==> src/design/lcg_iterate_from_seed_assert.svh <==
// Assertion macros used by the top-level design file.
// Each macro checks one implication on the rising clock edge, with reset as the disable.
`ifndef LCG_ITERATE_FROM_SEED_ASSERT_SVH
`define LCG_ITERATE_FROM_SEED_ASSERT_SVH
`ifndef SYNTHESIS
`define LCG_ASSERT_IMP(lbl, clk, rst_n, ante, cons) \
  lbl: assert property (@(posedge clk) disable iff (!rst_n) (ante) |-> (cons)) \
    else $error("same-cycle implication check failed");
`define LCG_ASSERT_NXT(lbl, clk, rst_n, ante, cons) \
  lbl: assert property (@(posedge clk) disable iff (!rst_n) (ante) |=> (cons)) \
    else $error("next-cycle implication check failed");
`else
`define LCG_ASSERT_IMP(lbl, clk, rst_n, ante, cons)
`define LCG_ASSERT_NXT(lbl, clk, rst_n, ante, cons)
`endif
`endif

==> src/design/lcg_pkg.sv <==
`timescale 1ns / 1ps

package lcg_pkg;

  // Width of every sequence value and of the modulus.
  localparam int VAL_W = 31;
  // Bits needed to index one bit of a value.
  localparam int IDX_W = $clog2(VAL_W);

  // Register indexes on the configuration port.
  localparam logic [1:0] REG_MULT = 2'd0;
  localparam logic [1:0] REG_INC  = 2'd1;
  localparam logic [1:0] REG_MOD  = 2'd2;
  localparam logic [1:0] REG_SEED = 2'd3;

  // Register reset values.
  localparam logic [VAL_W-1:0] MULT_RESET = 31'd12312331;
  localparam logic [VAL_W-1:0] INC_RESET  = 31'd111;
  localparam logic [VAL_W-1:0] MOD_RESET  = 31'd2147483647;
  localparam logic [VAL_W-1:0] SEED_RESET = 31'd13;

  // Top-level sequencer: an idle state and one state for each kind of modular multiply-add it issues.
  typedef enum logic [3:0] {
    ST_IDLE,
    ST_RED_MUL,
    ST_RED_INC,
    ST_RED_SEED,
    ST_BIT_RC,
    ST_BIT_RA,
    ST_SQ_BC,
    ST_SQ_BA,
    ST_FINAL
  } lcg_state_e;

  // Modular multiply-add unit phases.
  typedef enum logic [1:0] {
    MM_IDLE,
    MM_DBL,
    MM_ADD,
    MM_ADDC
  } mm_state_e;

  // Request to the unit: r = (a * b + c) mod m, with a and c below m.
  typedef struct packed {
    logic             start;
    logic [VAL_W-1:0] a;
    logic [VAL_W-1:0] b;
    logic [VAL_W-1:0] c;
  } mm_req_t;

  // Response of the unit: done pulses for one cycle while r holds the result.
  typedef struct packed {
    logic             done;
    logic [VAL_W-1:0] r;
  } mm_rsp_t;

endpackage

==> src/design/lcg_iterate_from_seed.sv <==
`timescale 1ns / 1ps
`include "lcg_iterate_from_seed_assert.svh"

// Linear congruential generator evaluated from the configured seed.
// Command channel: a transaction is taken when start is high and busy is low;
// step_count_i gives n. The result, the value after n steps of
// x = (multiplier * x + increment) mod modulus, appears on value_o for one
// cycle with valid_o high; the receiver cannot stall it, so nothing waits.
// Configuration: APB-style port, registers multiplier, increment, modulus and
// seed at byte addresses 0, 4, 8 and 12. The user must see that they are
// written only while busy is low; the block itself does not enforce it. A
// count of zero returns the unreduced seed in the cycle after the
// transaction. Otherwise the block jumps ahead by squaring the affine step
// map and issues 4 + 2*popcount(n) + 2*(L - 1) modular multiply-adds, L being
// the bit length of n. Each runs on one shared bit-serial unit.
// One item is worked on at a time; busy stays high until the result is shown.
// Reset restores the register reset values and aborts any item in progress.
module lcg_iterate_from_seed (
  input  logic                     clk_i,
  input  logic                     rst_ni,
  input  logic                     start,
  output logic                     busy,
  input  logic [lcg_pkg::VAL_W-1:0] step_count_i,
  output logic                     valid_o,
  output logic [lcg_pkg::VAL_W-1:0] value_o,
  input  logic                     psel,
  input  logic                     penable,
  input  logic                     pwrite,
  input  logic [3:0]               paddr,
  input  logic [31:0]              pwdata,
  output logic [31:0]              prdata,
  output logic                     pready
);
  import lcg_pkg::*;

  lcg_state_e       state_q, state_d;
  logic             wait_q;
  logic             valid_q;
  logic [VAL_W-1:0] value_q;

  logic [VAL_W-1:0] mult_q, inc_q, mod_q, seed_q;
  logic [VAL_W-1:0] n_q, ra_q, rc_q, ba_q, bc_q, x_q;

  logic             accept;
  logic             cfg_wr;
  logic [31:0]      m_eff;
  logic [VAL_W-1:0] one_mod;
  mm_req_t          mm_req;
  mm_rsp_t          mm_rsp;

  assign accept  = start && !busy;
  assign cfg_wr  = psel && penable && pwrite && pready;
  assign pready  = 1'b1;
  assign busy    = (state_q != ST_IDLE);
  assign valid_o = valid_q;
  assign value_o = value_q;

  // A zero modulus acts as 2^31; 1 mod m is zero only for a modulus of one.
  assign m_eff   = (mod_q == '0) ? 32'h8000_0000 : {1'b0, mod_q};
  assign one_mod = (mod_q == VAL_W'(1)) ? '0 : VAL_W'(1);

  // Configuration writes.
  always_ff @(posedge clk_i or negedge rst_ni) begin
    if (!rst_ni) begin
      mult_q <= MULT_RESET;
      inc_q  <= INC_RESET;
      mod_q  <= MOD_RESET;
      seed_q <= SEED_RESET;
    end else if (cfg_wr) begin
      unique case (paddr[3:2])
        REG_MULT: mult_q <= pwdata[VAL_W-1:0];
        REG_INC:  inc_q  <= pwdata[VAL_W-1:0];
        REG_MOD:  mod_q  <= pwdata[VAL_W-1:0];
        REG_SEED: seed_q <= pwdata[VAL_W-1:0];
      endcase
    end
  end

  // Configuration reads.
  always_comb begin
    unique case (paddr[3:2])
      REG_MULT: prdata = {1'b0, mult_q};
      REG_INC:  prdata = {1'b0, inc_q};
      REG_MOD:  prdata = {1'b0, mod_q};
      REG_SEED: prdata = {1'b0, seed_q};
    endcase
  end

  // Sequencer next state: leave idle on an accepted nonzero count, then advance when the shared unit reports done.
  always_comb begin
    state_d = state_q;
    unique case (state_q)
      ST_IDLE: begin
        if (accept && (step_count_i != '0)) begin
          state_d = ST_RED_MUL;
        end
      end
      ST_RED_MUL: begin
        if (mm_rsp.done) begin
          state_d = ST_RED_INC;
        end
      end
      ST_RED_INC: begin
        if (mm_rsp.done) begin
          state_d = ST_RED_SEED;
        end
      end
      ST_RED_SEED: begin
        if (mm_rsp.done) begin
          state_d = n_q[0] ? ST_BIT_RC : ST_SQ_BC;
        end
      end
      ST_BIT_RC: begin
        if (mm_rsp.done) begin
          state_d = ST_BIT_RA;
        end
      end
      ST_BIT_RA: begin
        if (mm_rsp.done) begin
          state_d = (n_q[VAL_W-1:1] == '0) ? ST_FINAL : ST_SQ_BC;
        end
      end
      ST_SQ_BC: begin
        if (mm_rsp.done) begin
          state_d = ST_SQ_BA;
        end
      end
      ST_SQ_BA: begin
        // The count is shifted here; its next low bit decides the next step.
        if (mm_rsp.done) begin
          state_d = n_q[1] ? ST_BIT_RC : ST_SQ_BC;
        end
      end
      ST_FINAL: begin
        if (mm_rsp.done) begin
          state_d = ST_IDLE;
        end
      end
    endcase
  end

  // Sequencer outputs: operands of the multiply-add issued in each state.
  always_comb begin
    mm_req.start = busy && !wait_q;
    mm_req.a     = ba_q;
    mm_req.b     = '0;
    mm_req.c     = '0;
    unique case (state_q)
      ST_IDLE: begin
        mm_req.a = '0;
      end
      ST_RED_MUL: begin
        mm_req.a = one_mod;
        mm_req.b = mult_q;
      end
      ST_RED_INC: begin
        mm_req.a = one_mod;
        mm_req.b = inc_q;
      end
      ST_RED_SEED: begin
        mm_req.a = one_mod;
        mm_req.b = seed_q;
      end
      ST_BIT_RC: begin
        mm_req.b = rc_q;
        mm_req.c = bc_q;
      end
      ST_BIT_RA: begin
        mm_req.b = ra_q;
      end
      ST_SQ_BC: begin
        mm_req.b = bc_q;
        mm_req.c = bc_q;
      end
      ST_SQ_BA: begin
        mm_req.b = ba_q;
      end
      ST_FINAL: begin
        mm_req.a = ra_q;
        mm_req.b = x_q;
        mm_req.c = rc_q;
      end
    endcase
  end

  lcg_mulmod u_mulmod (
    .clk_i  (clk_i),
    .rst_ni (rst_ni),
    .m_i    (m_eff),
    .req_i  (mm_req),
    .rsp_o  (mm_rsp)
  );

  // Control registers.
  always_ff @(posedge clk_i or negedge rst_ni) begin
    if (!rst_ni) begin
      state_q <= ST_IDLE;
      wait_q  <= 1'b0;
      valid_q <= 1'b0;
    end else begin
      state_q <= state_d;
      if (mm_req.start) begin
        wait_q <= 1'b1;
      end else if (mm_rsp.done) begin
        wait_q <= 1'b0;
      end
      valid_q <= (accept && (step_count_i == '0)) ||
                 ((state_q == ST_FINAL) && mm_rsp.done);
    end
  end

  // Jump-ahead map registers and the result.
  always_ff @(posedge clk_i) begin
    if (accept) begin
      n_q  <= step_count_i;
      ra_q <= one_mod;
      rc_q <= '0;
      if (step_count_i == '0) begin
        value_q <= seed_q;
      end
    end
    if (mm_rsp.done) begin
      unique case (state_q)
        ST_IDLE:     ;
        ST_RED_MUL:  ba_q <= mm_rsp.r;
        ST_RED_INC:  bc_q <= mm_rsp.r;
        ST_RED_SEED: x_q  <= mm_rsp.r;
        ST_BIT_RC:   rc_q <= mm_rsp.r;
        ST_BIT_RA:   ra_q <= mm_rsp.r;
        ST_SQ_BC:    bc_q <= mm_rsp.r;
        ST_SQ_BA: begin
          ba_q <= mm_rsp.r;
          n_q  <= n_q >> 1;
        end
        ST_FINAL:    value_q <= mm_rsp.r;
      endcase
    end
  end

  // A result is shown only once the sequencer is back at rest.
  `LCG_ASSERT_IMP(a_valid_idle, clk_i, rst_ni, valid_o, !busy)
  // A zero count returns the seed in the next cycle.
  `LCG_ASSERT_NXT(a_zero_seed, clk_i, rst_ni, accept && (step_count_i == '0), valid_o && (value_o == $past(seed_q)))
  // A nonzero count occupies the block and gives no immediate result.
  `LCG_ASSERT_NXT(a_busy_after, clk_i, rst_ni, accept && (step_count_i != '0), busy && !valid_o)
  // The unit only answers a multiply-add that the sequencer has in flight.
  `LCG_ASSERT_IMP(a_done_inflight, clk_i, rst_ni, mm_rsp.done, wait_q && busy)

endmodule

==> src/design/lcg_mulmod.sv <==
`timescale 1ns / 1ps

// Bit-serial modular multiply-add. The multiplicand bits are walked from the
// top down (Horner form): each bit doubles the residue, and a set bit adds a.
// A last pass adds c. One adder with a trial subtraction of m does all steps.
module lcg_mulmod (
  input  logic            clk_i,
  input  logic            rst_ni,
  input  logic [31:0]     m_i,
  input  lcg_pkg::mm_req_t req_i,
  output lcg_pkg::mm_rsp_t rsp_o
);
  import lcg_pkg::*;

  mm_state_e        state_q, state_d;
  logic [IDX_W-1:0] idx_q;
  logic [VAL_W-1:0] r_q, a_q, b_q, c_q;
  logic             done_q;

  logic [VAL_W-1:0] opnd;
  logic [VAL_W:0]   sum;
  logic [VAL_W+1:0] diff;
  logic [VAL_W-1:0] red;
  logic             last_bit;

  assign last_bit = (idx_q == '0);

  // Phase sequencing.
  always_comb begin
    state_d = state_q;
    unique case (state_q)
      MM_IDLE: begin
        if (req_i.start) begin
          state_d = MM_DBL;
        end
      end
      MM_DBL: begin
        if (b_q[idx_q]) begin
          state_d = MM_ADD;
        end else if (last_bit) begin
          state_d = MM_ADDC;
        end
      end
      MM_ADD: begin
        state_d = last_bit ? MM_ADDC : MM_DBL;
      end
      MM_ADDC: begin
        state_d = MM_IDLE;
      end
    endcase
  end

  // Second adder operand for each phase.
  always_comb begin
    unique case (state_q)
      MM_IDLE: opnd = '0;
      MM_DBL:  opnd = r_q;
      MM_ADD:  opnd = a_q;
      MM_ADDC: opnd = c_q;
    endcase
  end

  // Shared add and conditional subtract of the modulus.
  assign sum  = {1'b0, r_q} + {1'b0, opnd};
  assign diff = {1'b0, sum} - {1'b0, m_i};
  assign red  = diff[VAL_W+1] ? sum[VAL_W-1:0] : diff[VAL_W-1:0];

  // Control registers.
  always_ff @(posedge clk_i or negedge rst_ni) begin
    if (!rst_ni) begin
      state_q <= MM_IDLE;
      done_q  <= 1'b0;
    end else begin
      state_q <= state_d;
      done_q  <= (state_q == MM_ADDC);
    end
  end

  // Operand and residue registers.
  always_ff @(posedge clk_i) begin
    unique case (state_q)
      MM_IDLE: begin
        if (req_i.start) begin
          a_q   <= req_i.a;
          b_q   <= req_i.b;
          c_q   <= req_i.c;
          r_q   <= '0;
          idx_q <= IDX_W'(VAL_W - 1);
        end
      end
      MM_DBL: begin
        r_q <= red;
        if (!b_q[idx_q] && !last_bit) begin
          idx_q <= idx_q - 1'b1;
        end
      end
      MM_ADD: begin
        r_q <= red;
        if (!last_bit) begin
          idx_q <= idx_q - 1'b1;
        end
      end
      MM_ADDC: begin
        r_q <= red;
      end
    endcase
  end

  assign rsp_o.done = done_q;
  assign rsp_o.r    = r_q;

endmodule
==> config.mk <==
export PLATFORM = sky130hd
export DESIGN_NAME = lcg_iterate_from_seed
export DESIGN_NICKNAME = d
export VERILOG_FILES = /design/src/design/lcg_pkg.sv /design/src/design/lcg_iterate_from_seed.sv /design/src/design/lcg_mulmod.sv
export VERILOG_INCLUDE_DIRS = /design/src /design/src/design
export SDC_FILE = /design/constraint.sdc
export NUM_CORES = 1
export LEC_CHECK = 0
export ABC_CLOCK_PERIOD_IN_PS = 8500
export BUFFER_PORTS_ARGS = -buffer_cell sky130_fd_sc_hd__buf_2
export CELL_PAD_IN_SITES_DETAIL_PLACEMENT = 1
export CELL_PAD_IN_SITES_GLOBAL_PLACEMENT = 1
export CORE_ASPECT_RATIO = 1.4
export CORE_UTILIZATION = 45
export DETAILED_ROUTE_END_ITERATION = 8
export PLACE_DENSITY_LB_ADDON = 0.1
export REMOVE_ABC_BUFFERS = 1
export SETUP_SLACK_MARGIN = 0.05
export SLEW_MARGIN = 20
export SYNTH_ARGS = -nofsm -noshare
export SYNTH_HDL_FRONTEND = slang
export SYNTH_SLANG_ARGS = --single-unit
==> constraint.sdc <==
create_clock -name clk_i -period 8.5 [get_ports clk_i]
set_input_delay 1.7 -clock clk_i [delete_from_list [all_inputs] [get_ports clk_i]]
set_output_delay 1.7 -clock clk_i [all_outputs]
set_load 0.01 [all_outputs]
======== After elaboration in Yosys (flattened, before gate mapping) ========
Cells that the tools add are included.
storage, ports and cells
  register bits after elaboration ......... 479
  output and inout port bits .............. 66
  word-level logic and storage cells ...... 142
cells by class
  add/subtract/negate cells ............... 3
  $lt $le $gt $ge ......................... 1
  eq/ne operators ......................... 28
  muxes and demuxes ....................... 49
  reduce and logical (&&, ||, !) cells .... 40
operator list
  kind                   number
  $mux W31               15
  $pmux W31 S8           1
  $pmux W32 S4           1
  $pmux W31 S2           2
  $pmux W31 S4           1
  $pmux W31 S3           1
  $logic_not A31 Y1      2
  $mux W4                10
  $pmux W4 S9            1
  $sub A32 B32 Y33       1
  $add A31 B31 Y32       1
  $mux W32               1
  $eq A31 B1 Y1 const B  1
  $reduce_bool A31 Y1    1
  $logic_not A30 Y1      1
  $ne A2 B1 Y1 const B   9
  $reduce_and A2 Y1      9
  $eq A4 B3 Y1 const B   4
  $mux W5                3
  $pmux W5 S3            1
  $mux W2                6
  $reduce_and A9 Y1      1
  $eq A2 B2 Y1 const B   4
  $eq A4 B2 Y1 const B   2
  22 further kinds       42

======== Depth between registers and ports, before layout ========
  word-level depth ........................ 6
  gate-level depth with buffers ........... 32
  depth with buffers taken out ............ 27

======== Hierarchy ========
A second synthesis with hierarchy kept.
unflattened totals
  cells, all modules ...................... 2093
  area total of the unflattened synthesis .. 24283.3 sq um
modules (own cells, without submodules)
  module                 times used  cells an instance  area each (sq um)  seq. area each (sq um)
  lcg_iterate_from_seed  1           1286               15700.1            8598.2
  lcg_mulmod             1           807                8583.2             3948.8

======== Worst setup path before layout ========
Ideal clock, no wire load.
  path kind ............................... register to register
  start ................................... register u_mulmod.state_q[0]
  end ..................................... register u_mulmod.a_q[0] (enable)
  arrival ................................. 7.609 ns
  required time ........................... 7.822 ns
  slack ................................... 0.213 ns
  cell stages (with the launch flop) ...... 5
  cell sequence ........................... dfrtp_1 > inv_1 > ha_1 > buf_2 > nor3b_1
on the way
  word-level cells in the longest chain between the ends .. 2
ends and longest elaborated chain
  element                             RTL line          RTL
  start, declared                     lcg_mulmod.sv:15  mm_state_e state_q, state_d;
  start signal, assigned              lcg_mulmod.sv:74  state_q <= state_d;
  $logic_not A2 Y1                    lcg_mulmod.sv:81  unique case (state_q)
  $reduce_and A2 Y1 (no source line)  -
  end signal, assigned                lcg_mulmod.sv:84  a_q <= req_i.a;
  end, declared                       lcg_mulmod.sv:17  logic [VAL_W-1:0] r_q, a_q, b_q, c_q;
Every way passes these cells.
A chain may end at the register's enable or synchronous reset.

======== Worst setup path after layout ========
  start ................................... register u_mulmod.state_q[0]
  end ..................................... register u_mulmod.r_q[10], data pin
on the way
  word-level cells in the longest chain between the ends .. 6
ends and longest elaborated chain
  element                                     RTL line                            RTL
  $eq A2 B2 Y1, or another cell as far along  lcg_mulmod.sv:55, lcg_mulmod.sv:81
  $pmux W31 S4                                lcg_mulmod.sv:55                    unique case (state_q)
  $add A31 B31 Y32                            lcg_mulmod.sv:64                    assign sum = {1'b0, r_q} + {1'b0, opnd};
  $sub A32 B32 Y33                            lcg_mulmod.sv:65                    assign diff = {1'b0, sum} - {1'b0, m_i};
  $mux W31                                    lcg_mulmod.sv:66                    assign red = diff[VAL_W+1] ? sum[VAL_W-1:0] : diff[VAL_W-1:0];
  $pmux W31 S2 (*)                            lcg_mulmod.sv:81
  end signal, assigned                        lcg_mulmod.sv:92                    r_q <= red;
  end signal, assigned                        lcg_mulmod.sv:98                    r_q <= red;
  end signal, assigned                        lcg_mulmod.sv:104                   r_q <= red;
  end, declared                               lcg_mulmod.sv:17
Mark *: on every way between the ends. The rest lies on a longest branch, timed or not.

==> metrics.md <==
| Metric | Value |
|---|---|
| Met1 usage | about two fifths |
| Met2 Use GR | between 50% and 60% |
| Pin count of the biggest net entering global routing | 70 |
| Post-Synthesis Cells | approximately 2100 |
| Hold_ws | 0.4812 ns |
| Final Hold Viols | 0 |
| Drt drc | 0 |
| Comb pwr share | 54.1% |
| Antenna violations before repair | 2 |
| Area delta synth->final | 12.68% |
| Worst setup EP type | flip-flop |
| Die width | 198.0 um |
| Overall power | 13.67 mW |
| Core Region | 53180 um2 |
| Later-pin clock latency in the skew report | 0.60 ns |
| Worst setup SP type | flip-flop |
| Final Cycle Share | 86.29% |
| IO buf count | about 130 |
| Die Area | 54720 um2 |
| First-pass GRT wire length | 124600 um |
| Clock transition at the registers of the reported paths | 0.06 ns |
| Ys Warns | 0 |
| Worst hold endpoint | n_q[11] |
| # clock sinks | 479 |
| Sw Share | between 40% and 50% |
| Sequential share of power | between 20% and 30% |
| Sequential-to-total area share from yosys stat | 51.85% |
| Starting Density | 45.51% |
| Reg2Reg Depth | 26 |
| Worst-margin pin slew | 1.163 ns |
| Die Span Y | 276.4 um |
| Total Wirelength | 82980 um |
| Hold_buf cts | 0 |
| CTS-repair resized insts | 0 |
| Via count | 18580 |
| Root buffer cell | clkbuf_16 |
| Fill count | 5570 |
| Layout cells sized above 1 | 22.25% |
| Setup violators final | 0 |
| Overflow after GRT | 0 |
| Max_cap viols | 0 |
| WHS Path Cells | 2 |
| Num ports | 139 |
| Hold_sp | n_q[12] |
| Worst slew margin | 22.49% |
| Crit-path max FO | 29 |
| Power Dens Cells | 501.4 nW/um2 |
| Setup Skew | about 0.026 ns |
| Outcome | finished clean |
| Max IR drop VDD | approximately 0.32 mV |
| RR Startpoint | u_mulmod.state_q[0] |
| Cell Count, Final, Fillers Out | 2930 |
| Unrepaired setup endpoints after global routing | false |
| Gpl congestion | slightly above 0.9 |
| # rows | 100 |
| Final #Nets | 2317 |
| CTS max path bufs | 3 |
| DP HPWL | 55610 um |
| Reg2reg end | u_mulmod.r_q[10] |
| CTS Buf Count | 49 |
| Final Critical Period | 7.334 ns |
| Most common cell after layout, fill and taps aside | edfxtp_1 |
| Distinct cells, synth | 82 |
| Vias per cell | roughly 6.3 |
| Syn avg cell area | 11.57 um2 |
| Drt pass-1 iters | 6 |
| Number of synthesized flops with an enable pin | around 220 |
| CP Data Arrival Time | 7.66 ns |
| Worst min path class | reg -> reg |
| Total Routing Usage GR | a little under a third |
| Required time of the critical path | 8.82 ns |
| Clock Power Share | 16.3% |
| Multi-input gate area | 10970 um2 |
| First DRT Iteration DRCs | approximately 1300 |
| Met3 Use GR | 3.623% |
| Register area | 12550 um2 |
| Async set-reset flop share out of synthesis | 27.77% |
| CTS tree | yes |
| Vias in the first global route | ~20000 |
| # H-tree levels | 2 |
| Kind of critical path | reg -> reg |
| Most frequent cells in the layout | edfxtp_1, nand2_1, a22o_1, o21ai_0, buf_2 |
| GR peak layer | met2 |
| Ant diodes | 0 |
| Post-route ant nets | 0 |
| #FFs+latches synth | 479 |
| Cells after DPL | 2838 |
| Mapped cell area | 24200 um2 |
| Final Slew Violations | 0 |
| Setup TNS | 0 ns |
| Switching power total | ~6.0 mW |
| Main synth FF type | edfxtp_1 |
| DR WL/cell | between 20 and 30 um |
| Fmax | about 0.14 GHz |
| Reg2Reg Setup Slack | around 1.2 ns |
| Int Pwr | between 7 and 8 mW |
| Setup bufs post-CTS | 0 |
| Leakage power | 10.52 nW |
[per-stage QoR]
stage / worst slack, ns / area, um2 / util (%)
3_5_place_dp: 1.402 / 25630 / 48.19
6_report: 1.166 / 27270 / 51.28
3_3_place_gp: 1.508 / 25630 / 48.19
5_1_grt: 0.6894 / 27270 / 51.28
2_1_floorplan: -0.4351 / 23620 / -
4_1_cts: 1.343 / 27260 / 51.26
[per-layer routing]
metal / part of all wire [%] / up-vias
li1: - / 8151
met1: 41 / 9665
met2: 51 / 604
met3: 5.1 / 156
met4: 3.2 / 2
met5: 0.0096 / -
[kinds of logic after synthesis]
group | count (synthesis) | share of synthesized area, %
other | 2 | 0.03104
multiplexers | 221 | 11.76
flip-flops | 479 | 51.85
XOR/XNOR | 70 | 2.761
AND/OR/NAND/NOR | 451 | 8.573
AO/OA/AOI/OAI | 602 | 18.11
buffers and inverters | 195 | 3.201
adder cells (fa/ha/maj) | 71 | 3.713
[cell type report]
cell class / count / share of cell area (%)
Sequential cell: 479 / 46.02
Tap cell: 714 / 3.276
Timing Repair Buffer: 177 / 3.777
Inverter: 51 / 0.7021
Multi-Input combinational cell: 1417 / 40.25
Clock buffer: 67 / 5.167
Clock inverter: 25 / 0.8122
[power by group through the flow]
stage	Combinational (mW)	Sequential [mW]	Clock [mW]
after floorplan	5.21	3.84	0
after global placement	7.15	4.04	0
after global routing	8.03	4.12	2.34
final	7.39	4.05	2.22
after detailed placement	7.30	4.08	0
after CTS	7.36	4.04	2.26
[cells in the mapped netlist (51+ instances only)]
| cell type | count | area share (%) |
|---|---|---|
| edfxtp_1 | 222 | 28 |
| nand2_1 | 182 | 2.8 |
| a22o_1 | 141 | 5.1 |
| o21ai_0 | 140 | 2.9 |
| dfxtp_1 | 124 | 10 |
| clkbuf_1 | 119 | 1.8 |
| mux2_2 | 105 | 4.9 |
| nor2_1 | 105 | 1.6 |
| a21oi_1 | 84 | 1.7 |
| dfrtp_1 | 77 | 8.0 |
| mux2i_1 | 75 | 3.1 |
| ha_1 | 67 | 3.5 |
| dfstp_2 | 56 | 6.1 |
| inv_1 | 51 | 0.79 |
[worst max-delay path, stage by stage, from the launching register on]
cell,delay (ns)
dfrtp_1,0.45
inv_1,0.14
ha_1,0.25
buf_4,0.28
a222oi_1,0.42
nor2_1,0.09
ha_1,0.41
a21o_1,0.28
a31o_1,0.27
a211o_1,0.36
nor2_1,0.32
a21boi_0,0.16
o21a_1,0.24
o21ai_0,0.31
nand2_1,0.12
xor2_1,0.23
ha_1,0.33
a21o_1,0.19
a21oi_1,0.27
nor2b_1,0.09
o21a_1,0.17
o21ai_0,0.14
nand2b_1,0.07
a21oi_1,0.42
nand2_2,0.60
mux2i_1,0.35
nor2_1,0.06
[worst max path at each step]
stage	from	endpoint	slack, ns	depth (start not counted)
CTS	u_mulmod.state_q[0]	u_mulmod.r_q[10]	1.34	26
finish	u_mulmod.state_q[0]	u_mulmod.r_q[10]	1.17	26
global route	u_mulmod.state_q[0]	u_mulmod.r_q[10]	0.69	26
global placement	u_mulmod.state_q[0]	u_mulmod.r_q[10]	1.51	26
detailed placement	u_mulmod.state_q[0]	u_mulmod.r_q[10]	1.40	26
floorplan	u_mulmod.state_q[0]	u_mulmod.a_q[0]	-0.44	3
[registers in the layout, indices dropped and copies added (netlist names)]
signal,cells
ba_q,31
bc_q,31
inc_q,31
mod_q,31
mult_q,31
n_q,31
ra_q,31
rc_q,31
seed_q,31
u_mulmod.a_q,31
u_mulmod.b_q,31
u_mulmod.c_q,31
u_mulmod.r_q,31
value_o,31
x_q,31
u_mulmod.idx_q,5
state_q,4
u_mulmod.state_q,2
u_mulmod.done_q,1
valid_o,1
wait_q,1
Power figures use the tool's default switching activity.
